[src/sv/tss_pkg.sv]
`timescale 1ns / 1ps

package tss_pkg;

    // Series length limit; a larger term_count is clamped to this.
    localparam int MAX_TERMS = 16;

    // Fixed point format of angles, terms and the sum (signed Q4.28).
    localparam int FRAC_W = 28;
    localparam int VAL_W  = 32;
    localparam int PROD_W = 2 * VAL_W;

    // Field and register widths.
    localparam int IDX_W       = 16;
    localparam int TERM_CFG_W  = 5;
    localparam int CFG_DATA_W  = 16;
    localparam int CFG_INDEX_W = 1;

    // Loop counter widths: j counts terms, k runs from 1 to 2j+1.
    localparam int TERM_W = $clog2(MAX_TERMS + 1);
    localparam int K_W    = $clog2(2 * MAX_TERMS);

    // Shared divider geometry.
    localparam int DIV_W       = 48;
    localparam int DIVISOR_W   = 16;
    localparam int STEP_W      = $clog2(DIV_W + 1);
    localparam int ANGLE_STEPS = DIV_W;
    localparam int MAG_W       = 30;
    localparam int QUOT_STEPS  = MAG_W;

    localparam logic signed [VAL_W-1:0] FIX_PI     = 32'sd842887332;
    localparam logic signed [VAL_W-1:0] FIX_TWO_PI = 32'sd1685774664;
    localparam logic signed [VAL_W-1:0] FIX_ONE    = 32'sd268435456;

    // Configuration register indexes.
    localparam logic [CFG_INDEX_W-1:0] REG_SAMPLE_COUNT = 1'd0;
    localparam logic [CFG_INDEX_W-1:0] REG_TERM_COUNT   = 1'd1;

    // Request to the shared divider.
    typedef struct packed {
        logic              start;
        logic [STEP_W-1:0] steps;
    } div_req_t;

endpackage

[src/sv/tss_div.sv]
`timescale 1ns / 1ps

// Restoring divider, one quotient bit per cycle. The dividend is left aligned
// by the caller so that the quotient ends up in the low bits of the shift
// register after the requested number of steps.
module tss_div (
    input  logic                             clk,
    input  logic                             rst_n,
    input  tss_pkg::div_req_t                req,
    input  logic [tss_pkg::DIV_W-1:0]        dividend,
    input  logic [tss_pkg::DIVISOR_W-1:0]    divisor,
    output logic                             done,
    output logic [tss_pkg::DIV_W-1:0]        quotient
);

    logic                             busy_reg;
    logic                             done_reg;
    logic [tss_pkg::STEP_W-1:0]       cnt_reg;
    logic [tss_pkg::DIVISOR_W-1:0]    rem_reg;
    logic [tss_pkg::DIVISOR_W-1:0]    dsr_reg;
    logic [tss_pkg::DIV_W-1:0]        dd_reg;

    logic [tss_pkg::DIVISOR_W:0]      rem_shift;
    logic [tss_pkg::DIVISOR_W:0]      diff;
    logic                             fits;
    logic [tss_pkg::DIVISOR_W-1:0]    rem_next;
    logic [tss_pkg::DIV_W-1:0]        dd_next;

    always_comb
    begin
        rem_shift = {rem_reg, dd_reg[tss_pkg::DIV_W-1]};
        diff      = rem_shift - {1'b0, dsr_reg};
        fits      = !diff[tss_pkg::DIVISOR_W];
        rem_next  = fits ? diff[tss_pkg::DIVISOR_W-1:0] : rem_shift[tss_pkg::DIVISOR_W-1:0];
        dd_next   = {dd_reg[tss_pkg::DIV_W-2:0], fits};
    end

    always_ff @(posedge clk or negedge rst_n)
    begin
        if (!rst_n)
        begin
            busy_reg <= 1'b0;
            done_reg <= 1'b0;
            cnt_reg  <= '0;
        end
        else
        begin
            done_reg <= 1'b0;
            if (req.start)
            begin
                busy_reg <= 1'b1;
                cnt_reg  <= req.steps;
            end
            else if (busy_reg)
            begin
                cnt_reg <= cnt_reg - 1'b1;
                if (cnt_reg == tss_pkg::STEP_W'(1))
                begin
                    busy_reg <= 1'b0;
                    done_reg <= 1'b1;
                end
            end
        end
    end

    always_ff @(posedge clk)
    begin
        if (req.start)
        begin
            rem_reg <= '0;
            dsr_reg <= divisor;
            dd_reg  <= dividend;
        end
        else if (busy_reg)
        begin
            rem_reg <= rem_next;
            dd_reg  <= dd_next;
        end
    end

    assign done     = done_reg;
    assign quotient = dd_reg;

endmodule

[src/sv/tss_mul.sv]
`timescale 1ns / 1ps

// Signed 32 x 32 multiplier with a registered full-width product.
module tss_mul (
    input  logic                                clk,
    input  logic signed [tss_pkg::VAL_W-1:0]    a,
    input  logic signed [tss_pkg::VAL_W-1:0]    b,
    output logic signed [tss_pkg::PROD_W-1:0]   prod
);

    logic signed [tss_pkg::PROD_W-1:0] prod_reg;

    always_ff @(posedge clk)
    begin
        prod_reg <= a * b;
    end

    assign prod = prod_reg;

endmodule

[src/sv/taylor_sine_sampler_core.sv]
`timescale 1ns / 1ps

// Taylor-series sine sampler. Each request carries a sample index i; the block
// forms the angle x = 2*pi*i/sample_count in signed Q4.28 (pi held as 3.14),
// folds angles above pi to pi - x, sums term_count series terms (at most
// MAX_TERMS) with signed 32-bit saturation and returns one result holding the
// index, the sum and an error flag. An index not below sample_count returns a
// zero value with index_error set. One request is worked on at a time, using
// one shared restoring divider that produces one quotient bit per cycle (a
// 48-bit quotient for the angle, a 30-bit one for every x/k quotient)
// together with one registered 32 x 32 multiplier, both reused for every step
// of every term. in_stall is high while a request is in progress; a finished
// result waits in an output register, so a new request is accepted while it
// is still stalled. The configuration registers must be written only while
// the block is idle.
module taylor_sine_sampler_core (
    input  logic                                 clk,
    input  logic                                 rst_n,

    input  logic                                 cfg_we,
    input  logic [tss_pkg::CFG_INDEX_W-1:0]      cfg_index,
    input  logic [tss_pkg::CFG_DATA_W-1:0]       cfg_data,

    input  logic                                 in_valid,
    output logic                                 in_stall,
    input  logic [tss_pkg::IDX_W-1:0]            sample_index,

    output logic                                 out_valid,
    input  logic                                 out_stall,
    output logic [tss_pkg::IDX_W-1:0]            sample_index_echo,
    output logic signed [tss_pkg::VAL_W-1:0]     sine_value,
    output logic                                 index_error
);

    // Sequencer states. The angle is built once per request, then every term
    // walks k = 1 .. 2j+1 through a divide and a multiply.
    typedef enum logic [3:0] {
        S_IDLE,
        S_CHECK,
        S_ADIV,
        S_ADIV_W,
        S_TERM,
        S_QDIV,
        S_QDIV_W,
        S_VMUL,
        S_VMUL_W,
        S_OUT
    } state_t;

    // Configuration registers.
    logic [tss_pkg::IDX_W-1:0]          sample_count_reg;
    logic [tss_pkg::TERM_CFG_W-1:0]     term_count_reg;

    // Sequencer state and working registers.
    state_t                             state_reg, state_next;
    logic [tss_pkg::IDX_W-1:0]          idx_reg, idx_next;
    logic [tss_pkg::TERM_W-1:0]         terms_reg, terms_next;
    logic [tss_pkg::TERM_W-1:0]         j_reg, j_next;
    logic [tss_pkg::K_W-1:0]            k_reg, k_next;
    logic signed [tss_pkg::VAL_W-1:0]   x_reg, x_next;
    logic signed [tss_pkg::VAL_W-1:0]   v_reg, v_next;
    logic signed [tss_pkg::VAL_W-1:0]   q_reg, q_next;
    logic signed [tss_pkg::VAL_W-1:0]   sum_reg, sum_next;
    logic                               err_reg, err_next;

    // Output register.
    logic                               out_valid_reg, out_valid_next;
    logic [tss_pkg::IDX_W-1:0]          out_idx_reg, out_idx_next;
    logic signed [tss_pkg::VAL_W-1:0]   out_val_reg, out_val_next;
    logic                               out_err_reg, out_err_next;

    // Shared units.
    tss_pkg::div_req_t                  div_req;
    logic [tss_pkg::DIV_W-1:0]          div_dividend;
    logic [tss_pkg::DIVISOR_W-1:0]      div_divisor;
    logic                               div_done;
    logic [tss_pkg::DIV_W-1:0]          div_quot;
    logic signed [tss_pkg::VAL_W-1:0]   mul_a;
    logic signed [tss_pkg::VAL_W-1:0]   mul_b;
    logic signed [tss_pkg::PROD_W-1:0]  mul_prod;

    // Datapath helpers.
    logic signed [tss_pkg::VAL_W-1:0]   angle;
    logic signed [tss_pkg::VAL_W-1:0]   x_abs;
    logic signed [tss_pkg::VAL_W-1:0]   q_mag;
    logic signed [tss_pkg::VAL_W-1:0]   v_prod;
    logic signed [tss_pkg::VAL_W:0]     acc;
    logic [tss_pkg::K_W-1:0]            k_last;

    tss_div u_div (
        .clk      (clk),
        .rst_n    (rst_n),
        .req      (div_req),
        .dividend (div_dividend),
        .divisor  (div_divisor),
        .done     (div_done),
        .quotient (div_quot)
    );

    tss_mul u_mul (
        .clk  (clk),
        .a    (mul_a),
        .b    (mul_b),
        .prod (mul_prod)
    );

    // Configuration writes. An index outside the register list is ignored.
    always_ff @(posedge clk or negedge rst_n)
    begin
        if (!rst_n)
        begin
            sample_count_reg <= tss_pkg::IDX_W'(1);
            term_count_reg   <= tss_pkg::TERM_CFG_W'(1);
        end
        else if (cfg_we)
        begin
            case (cfg_index)
                tss_pkg::REG_SAMPLE_COUNT: sample_count_reg <= cfg_data[tss_pkg::IDX_W-1:0];
                tss_pkg::REG_TERM_COUNT:   term_count_reg   <= cfg_data[tss_pkg::TERM_CFG_W-1:0];
                default:                   ;
            endcase
        end
    end

    always_comb
    begin
        // The magnitude of the folded angle stays below 2^30, so the divider
        // only needs 30 steps for each x/k quotient.
        x_abs  = x_reg[tss_pkg::VAL_W-1] ? -x_reg : x_reg;
        q_mag  = {{(tss_pkg::VAL_W - tss_pkg::MAG_W){1'b0}}, div_quot[tss_pkg::MAG_W-1:0]};
        angle  = div_quot[tss_pkg::VAL_W-1:0];
        // Taking bits above the fraction is the floor shift of the product;
        // every partial term stays well inside the Q4.28 range.
        v_prod = mul_prod[tss_pkg::FRAC_W + tss_pkg::VAL_W - 1:tss_pkg::FRAC_W];
        acc    = {sum_reg[tss_pkg::VAL_W-1], sum_reg} + {v_prod[tss_pkg::VAL_W-1], v_prod};
        k_last = tss_pkg::K_W'({j_reg, 1'b1});
    end

    always_comb
    begin
        state_next     = state_reg;
        idx_next       = idx_reg;
        terms_next     = terms_reg;
        j_next         = j_reg;
        k_next         = k_reg;
        x_next         = x_reg;
        v_next         = v_reg;
        q_next         = q_reg;
        sum_next       = sum_reg;
        err_next       = err_reg;
        out_valid_next = out_valid_reg;
        out_idx_next   = out_idx_reg;
        out_val_next   = out_val_reg;
        out_err_next   = out_err_reg;

        div_req       = '0;
        div_dividend  = '0;
        div_divisor   = '0;
        mul_a         = v_reg;
        mul_b         = q_reg;

        // A waiting result leaves as soon as the consumer takes it.
        if (out_valid_reg && !out_stall)
        begin
            out_valid_next = 1'b0;
        end

        case (state_reg)
            S_IDLE:
            begin
                if (in_valid)
                begin
                    idx_next   = sample_index;
                    state_next = S_CHECK;
                end
            end

            S_CHECK:
            begin
                // The product 2*pi*i is started here whether or not it is
                // needed; it is only used when the index is in range.
                mul_a    = {{(tss_pkg::VAL_W - tss_pkg::IDX_W){1'b0}}, idx_reg};
                mul_b    = tss_pkg::FIX_TWO_PI;
                sum_next = '0;
                j_next   = '0;
                if (idx_reg >= sample_count_reg)
                begin
                    err_next   = 1'b1;
                    state_next = S_OUT;
                end
                else
                begin
                    err_next = 1'b0;
                    if (int'(term_count_reg) > tss_pkg::MAX_TERMS)
                    begin
                        terms_next = tss_pkg::TERM_W'(tss_pkg::MAX_TERMS);
                    end
                    else
                    begin
                        terms_next = tss_pkg::TERM_W'(term_count_reg);
                    end
                    state_next = S_ADIV;
                end
            end

            S_ADIV:
            begin
                div_req.start = 1'b1;
                div_req.steps = tss_pkg::STEP_W'(tss_pkg::ANGLE_STEPS);
                div_dividend  = mul_prod[tss_pkg::DIV_W-1:0];
                div_divisor   = sample_count_reg;
                state_next    = S_ADIV_W;
            end

            S_ADIV_W:
            begin
                if (div_done)
                begin
                    x_next     = (angle > tss_pkg::FIX_PI) ? tss_pkg::FIX_PI - angle : angle;
                    state_next = S_TERM;
                end
            end

            S_TERM:
            begin
                if (j_reg < terms_reg)
                begin
                    v_next     = j_reg[0] ? -tss_pkg::FIX_ONE : tss_pkg::FIX_ONE;
                    k_next     = tss_pkg::K_W'(1);
                    state_next = S_QDIV;
                end
                else
                begin
                    state_next = S_OUT;
                end
            end

            S_QDIV:
            begin
                div_req.start = 1'b1;
                div_req.steps = tss_pkg::STEP_W'(tss_pkg::QUOT_STEPS);
                div_dividend  = {x_abs[tss_pkg::MAG_W-1:0],
                                 {(tss_pkg::DIV_W - tss_pkg::MAG_W){1'b0}}};
                div_divisor   = tss_pkg::DIVISOR_W'(k_reg);
                state_next    = S_QDIV_W;
            end

            S_QDIV_W:
            begin
                if (div_done)
                begin
                    // Dividing magnitudes and restoring the sign truncates
                    // toward zero.
                    q_next     = x_reg[tss_pkg::VAL_W-1] ? -q_mag : q_mag;
                    state_next = S_VMUL;
                end
            end

            S_VMUL:
            begin
                state_next = S_VMUL_W;
            end

            S_VMUL_W:
            begin
                v_next = v_prod;
                if (k_reg == k_last)
                begin
                    if (acc[tss_pkg::VAL_W] != acc[tss_pkg::VAL_W-1])
                    begin
                        sum_next = acc[tss_pkg::VAL_W] ?
                                   {1'b1, {(tss_pkg::VAL_W - 1){1'b0}}} :
                                   {1'b0, {(tss_pkg::VAL_W - 1){1'b1}}};
                    end
                    else
                    begin
                        sum_next = acc[tss_pkg::VAL_W-1:0];
                    end
                    j_next     = j_reg + 1'b1;
                    state_next = S_TERM;
                end
                else
                begin
                    k_next     = k_reg + 1'b1;
                    state_next = S_QDIV;
                end
            end

            S_OUT:
            begin
                if (!out_valid_reg || !out_stall)
                begin
                    out_valid_next = 1'b1;
                    out_idx_next   = idx_reg;
                    out_val_next   = sum_reg;
                    out_err_next   = err_reg;
                    state_next     = S_IDLE;
                end
            end

            default:
            begin
                state_next = S_IDLE;
            end
        endcase
    end

    always_ff @(posedge clk or negedge rst_n)
    begin
        if (!rst_n)
        begin
            state_reg     <= S_IDLE;
            idx_reg       <= '0;
            terms_reg     <= '0;
            j_reg         <= '0;
            k_reg         <= '0;
            x_reg         <= '0;
            v_reg         <= '0;
            q_reg         <= '0;
            sum_reg       <= '0;
            err_reg       <= 1'b0;
            out_valid_reg <= 1'b0;
            out_idx_reg   <= '0;
            out_val_reg   <= '0;
            out_err_reg   <= 1'b0;
        end
        else
        begin
            state_reg     <= state_next;
            idx_reg       <= idx_next;
            terms_reg     <= terms_next;
            j_reg         <= j_next;
            k_reg         <= k_next;
            x_reg         <= x_next;
            v_reg         <= v_next;
            q_reg         <= q_next;
            sum_reg       <= sum_next;
            err_reg       <= err_next;
            out_valid_reg <= out_valid_next;
            out_idx_reg   <= out_idx_next;
            out_val_reg   <= out_val_next;
            out_err_reg   <= out_err_next;
        end
    end

    assign in_stall          = (state_reg != S_IDLE);
    assign out_valid         = out_valid_reg;
    assign sample_index_echo = out_idx_reg;
    assign sine_value        = out_val_reg;
    assign index_error       = out_err_reg;

endmodule

[config.mk]
export PLATFORM = sky130hd
export DESIGN_NAME = taylor_sine_sampler_core
export DESIGN_NICKNAME = d
export VERILOG_FILES = /design/src/sv/tss_pkg.sv /design/src/sv/tss_div.sv /design/src/sv/tss_mul.sv /design/src/sv/taylor_sine_sampler_core.sv
export SDC_FILE = /design/constraint.sdc
export NUM_CORES = 2
export LEC_CHECK = 0
export ABC_CLOCK_PERIOD_IN_PS = 9900
export BUFFER_PORTS_ARGS = -buffer_cell sky130_fd_sc_hd__buf_2
export CORE_MARGIN = 4
export CORE_UTILIZATION = 60
export CTS_CLUSTER_DIAMETER = 40
export DETAILED_ROUTE_END_ITERATION = 10
export HOLD_SLACK_MARGIN = 0.06
export PLACE_DENSITY = 0.78
export SLEW_MARGIN = 5
export SYNTH_ARGS = -nofsm -noshare
export SYNTH_HDL_FRONTEND = slang
export SYNTH_SLANG_ARGS = --single-unit
[constraint.sdc]
create_clock -name clk -period 9.9 [get_ports clk]
set_input_delay 0.99 -clock clk [delete_from_list [all_inputs] [get_ports clk]]
set_output_delay 0.99 -clock clk [all_outputs]
set_load 0.05 [all_outputs]
# Yosys cells after proc, flatten, opt, wreduce, memory -nomap -nowiden
# Index checks and enable logic that the tools add are counted.
[totals]
inputBits = 38
elab_cells = 122
register_bits = 383
output_inout_bits = 51
[classes]
bitwise = 2
add_sub_neg = 8
mux = 44
n_eq_ne = 19
n_reduce_logical = 21
order_cmp = 4
multipliers = 1
[ops]
columns = ["op", "count"]
rows = [
  ["two-way mux 32 bit", 9],
  ["one-hot mux 32 bit (2 select lines)", 2],
  ["two-way mux 48 bit", 2],
  ["one-hot mux 48 bit (2 select lines)", 1],
  ["multiplier 32 x 32 -> 60 bit", 1],
  ["one-hot mux 4 bit (10 select lines)", 1],
  ["adder 32 x 32 -> 33 bit", 1],
  ["greater-than comparator 32 x 31 -> 1 bit, second input constant", 1],
  ["negation 30 -> 32 bit", 1],
  ["one-hot mux 16 bit (2 select lines)", 1],
  ["subtractor 31 x 32 -> 32 bit, first input constant", 1],
  ["two-way mux 30 bit", 1],
  ["negation 30 bit", 1],
  ["two-way mux 4 bit", 6],
  ["two-way mux 5 bit", 4],
  ["one-hot mux 5 bit (2 select lines)", 2],
  ["AND reduction 2 bit", 9],
  ["subtractor 17 x 16 -> 17 bit", 1],
  ["equality test 4 x 3 -> 1 bit, second input constant", 4],
  [">= comparator 16 bit", 1],
  ["two-way mux 16 bit", 1],
  ["one-hot mux 7 bit (2 select lines)", 1],
  ["two-way mux 6 bit", 2],
  ["two-way mux 1 bit", 11],
  ["21 further kinds", 34],
]

# Longest topological paths before layout
[depth]
word_depth = 5
mapped_depth = 38
ltp_nobuf = 35

# Cells and area by module
# Synthesis repeated with hierarchy kept, for this count alone.
[unflattened]
hier_cells = 5886
area_unflattened_um2 = 56196.4
[by_module_without_submodules]
columns = ["mod", "area_per_inst_um2", "instances", "cells_each", "seq_area_each_um2"]
rows = [
  ["tss_mul", 37230.7, 1, 3896, 1281.2],
  ["taylor_sine_sampler_core", 14407.6, 1, 1601, 5858.1],
  ["tss_div", 4558.1, 1, 389, 2442.3],
]

# Least setup slack after synthesis
# No wires, ideal clock.
[synth_path]
path_kind = "register -> register"
from = "register state_reg[0]"
to = "register u_mul.prod_reg (netlist bit u_mul.prod[56])"
path_stages_with_launch = 34
path_slack_ns = 0.591
setup_time_ns = 0.125
synth_period_minus_slack_ns = 9.309
n_path_buf = 3
arrival_ns = 9.185
required_ns = 9.775
cell_sequence = "dfrtp_1 -> buf_1 -> nand2b_1 -> nor3_1 -> clkbuf_1 -> clkbuf_1 -> a21oi_1 -> nor2_1 -> fa_1 -> fa_1 -> inv_1 -> fa_1 -> fa_1 -> inv_1 -> fa_1 -> fa_1 -> fa_1 -> inv_1 -> fa_1 -> inv_1 -> ha_1 -> nand4_1 -> or4_1 -> a2111o_1 -> a31oi_1 -> o311a_1 -> a21oi_1 -> o21a_1 -> o21bai_1 -> a21oi_1 -> nor2_1 -> nand2_1 -> a311o_1 -> xnor2_1"
[synth_between]
elab_chain_cells = 3
elab_cells_between_ends = 4
cone_classes = "mul (1); eq/ne (1); mux (2)"
[synth_lines]
columns = ["element", "line_no", "source"]
rows = [
  ["from (decl)", "taylor_sine_sampler_core.sv:55", "state_t state_reg, state_next;"],
  ["from (signal assigned)", "taylor_sine_sampler_core.sv:329", "state_reg <= state_next;"],
  ["equality test 4 x 1 -> 1 bit (*)", "taylor_sine_sampler_core.sv:168", "case (state_reg)"],
  ["two-way mux 32 bit", "taylor_sine_sampler_core.sv:168", ""],
  ["multiplier 32 x 32 -> 60 bit (*)", "tss_mul.sv:15", "prod_reg <= a * b;"],
  ["to (signal assigned)", "tss_mul.sv:15", ""],
  ["to (decl)", "tss_mul.sv:11", "logic signed [tss_pkg::PROD_W-1:0] prod_reg;"],
]
# Mark *: on every way between the ends. The rest lies on a longest branch, timed or not.
# A chain may end at the register's enable or synchronous reset.

# Worst setup path after layout
# Same ends and word-level chain as after synthesis.

==> results by group <==
Min path
  • Hold Crit Class: primary input to asynchronous set/reset pin

Logic synthesis
  • Area fraction in compound gates after synthesis: 7.602%
  • Largest family of logic cells by synthesized area: adder cells
  • Register area share after synthesis: 17.87%
  • Synth Area in Adders: 45.08%
  • Post-Synthesis Cells: 5,638
  • Top_reg_cell synth: dfrtp_1
  • Synthesized Nets: 6,968
  • Synth async-reset ratio: 63.35%
  • Yosys Warn Count: 0
  • Synthesized cell area: 53,160 um^2
  • #FFs+latches synth: 382
  • Simple-gate share of the synthesized area: 14.48%
  • Post-synth EDFFs: 64
  • Mux share of post-synthesis cell area: 1.829%
  • Post-synth cell types: 71
  • Post-synthesis xor/xnor area fraction: 3.493%
  • Syn Area/Cell: 9.429 um^2

Cells and area
  • Area Overhead vs Synth: 8.094%
  • Finished Core Util: 65.83%
  • Number of nets in the layout: 6,991
  • FILL cells: 7,082
  • Multi-input gate area: 38,680 um^2
  • Max reg flops: 60
  • Share of post-route cells with drive strength above 1: 9.327%
  • Storage cell area: 9504 um^2

Clocking
  • H-tree depth: 2
  • CTS Buffer Depth: 3
  • Worst-Skew Late Latency: 640 ps
  • TritonCTS clock tree: yes
  • Clock-pin slew on the worst setup and hold paths: 60 ps
  • Clock tree sinks: 382
  • TritonCTS Buffers: 51
  • Post-CTS Hold Buffers: 0
  • CTS root buf: clkbuf_16

Detailed routing
  • Avg WL per Cell: 25.52 um
  • Drt drc: 0
  • Wl on met1: 62.91 mm
  • Vias: 41.76k
  • Final WL: 175.1 mm
  • Vias/cell: 6.087
  • DR top layer: met5
  • Detail Route Antenna Nets: 0
  • Length of routed met2 wiring: 75.76 mm
  • Met3 routed WL: 22.25 mm
  • Pre-antenna DRT Iters: 8
  • Initial DRC count: 4,041

Pwr
  • Leak: 29.33 nW
  • Combinational share of power: 52.9%
  • Peak VDD IR: 0.3268 mV
  • Net Sw Frac: 49.55%
  • Design Power: 9.510 mW
  • Pwr Density: 165.5 nW/um^2
  • Int Pwr: 4.798 mW
  • Clk pwr share: 20.4%
  • Psw: 4.713 mW
  • Seq pwr share: 26.7%

Die
  • Die Span Y: 305.7 um
  • Die ar.: 93,430 um^2
  • Initial Util: 60.90%
  • # rows: 108
  • Top Ports: 89
  • Core Box Area: 87,290 um^2
  • Die W: 305.7 um

Place
  • Input/output buffers: 88
  • Pre-CTS WS: -4.533 ps
  • Post-DP HPWL: 138.2 mm
  • Final Wtd Congestion: 1.041

Worst setup path
  • Critical R2R Launch: state_reg[0]
  • Worst flop-to-flop path endpoint: u_mul.prod[56]
  • WP data required: 10,400 ps
  • Slowest stage cell, crit path: fa_1
  • CP endpoint: u_mul.prod[56]
  • Cell mode on critical path: fa_1
  • Worst Setup Start Kind: flop
  • Worst setup startpoint: state_reg[0]
  • Arrival @ worst endpoint: 10,240 ps
  • Crit path max fanout: 30
  • Crit-path max cell delay: 620 ps
  • Worst reg2reg path depth: 31
  • Crit path kind: flop to flop
  • Crit. End Element: flop
  • R2R setup slack: 170 ps

STA
  • Count of pins over their slew limit: 0
  • Slew @ Worst Pin: 1341 ps
  • Fin Setup TNS: 0 ps
  • Hold Vio Cnt, Final: 0
  • Setup violations, final: 0
  • Hold slack: 397.2 ps
  • Max-slew headroom: 10.59%
  • Fmax: 102.8 MHz
  • Setup Skew: 38.17 ps
  • Post-route minimum period: 9732 ps
  • Final worst-path cycle share: 98.30%
  • Setup WS post-layout: 168.3 ps

Global routing
  • First-pass GRT wire length: 268.8 mm
  • GRT Util Overall: 38.15%
  • Initial antenna violation count: 7
  • Vias in the first global route: 44.10k
  • GRT Residual Overflow: 0
  • Largest net degree at the start of global routing: 147

Job
  • MaxCap Viol Count: 0

Outcome
  • Status: finished, final reports clean
## logic make-up (layout without fill, tap and decap cells)
family	after synthesis	after routing
and+or+nand+nor	1664	1665
buffers and inverters	1359	1424
adders and majority gates	1292	1292
AOI/OAI and AO/OA	641	641
DFF	382	382
xor gates and xnor gates	212	212
muxes	88	88
other	0	2
## power groups by stage
stage | Sequential [mW] | Combinational [mW] | Clock, mW
floorplan | 2.33 | 2.89 | 0
global placement | 2.51 | 4.69 | 0
detailed placement | 2.52 | 4.75 | 0
CTS | 2.49 | 4.83 | 1.95
global route | 2.56 | 5.37 | 2.02
finish | 2.54 | 5.03 | 1.94
## critical path, delay by kind of cell, from the launching register on
kind	cells	cell delay (ps)
fa+ha+maj	9	4480
compound gates	8	1930
simple gates	9	1900
buf+inv	4	630
flops	1	470
xor+xnor	1	130
## metal layers
| layer | GRT usage [%] | up-vias |
|---|---|---|
| met1 | 49.36 | 20860 |
| met3 | 11.14 | 741 |
| met2 | 57.63 | 2591 |
| met5 | 0 | - |
| li1 | - | 17560 |
| met4 | 22.47 | 10 |
## layout by cell type, fill, tap and decap left out, types with 109 or more instances in the layout
cell	Yosys	routed
a21oi_1	112	111
and3_1	334	334
buf_4	1	205
dfrtp_1	240	238
fa_1	1039	1039
ha_1	253	253
inv_1	1024	1023
nand2_1	775	772
nor2_1	289	282
o21ai_0	256	256
xor2_1	110	109
## repair_timing
| action | in CTS | in global routing |
|---|---|---|
| endpoints found under the setup margin | 2 | 11 |
| resized for setup | 3 | 24 |
| buffers inserted | 0 | 5 |
| cloned | 0 | 2 |
| pin swaps | 0 | 3 |
## how the worst min path moves through the flow
stage	end	slack, ps	depth (start not counted)
floorplan	v_reg[20]	440	2
global placement	u_div.rem_reg[14]	470	2
detailed placement	u_div.rem_reg[14]	470	2
CTS	v_reg[21]	450	1
global route	sum_reg[2]	470	1
finish	sine_value[2]	400	1
## Yosys cell counts, types with 22 or more instances
cell      instances  area, um^2
and2_1           42       262.8
nor2b_1          24       150.1
dfrtp_1         240        6006
nand2b_1         37       231.5
a221o_1          34       340.3
a22oi_1          29       217.7
o21a_1           22       165.2
nor2_1          289        1085
ha_1            253        3166
clkbuf_1        314        1179
xnor2_1         102       893.4
edfxtp_1         64        1922
xor2_1          110       963.4
o31ai_1          22       165.2
fa_1           1039       20800
nor3_1           27       135.1
mux2_2           73       822.0
o21ai_0         256        1281
nand2_1         775        2909
and3_1          334        2090
inv_1          1024        3844
a21oi_1         112       560.5
nand3_1          52       260.3
dfxtp_1          76        1521
a21o_1           51       382.9
## per-stage QoR
step / instance area (um^2) / cells
global route: 57460 / 6859
detailed placement: 55500 / 6756
finish: 57470 / 6861
global placement: 55480 / 6755
CTS: 57300 / 6852
floorplan: 53160 / 5638
## area by class of cell
type / instances / area share, %
clock inverters: 33 / 0.6967
flip-flops and latches: 382 / 16.54
diodes: 2 / 0.008709
well taps: 1155 / 2.515
clock buffers: 63 / 2.423
repair buffers: 304 / 3.815
inverters: 1024 / 6.689
multi-input cells: 3898 / 67.31
Note: power is estimated with default switching activity, not from simulation.
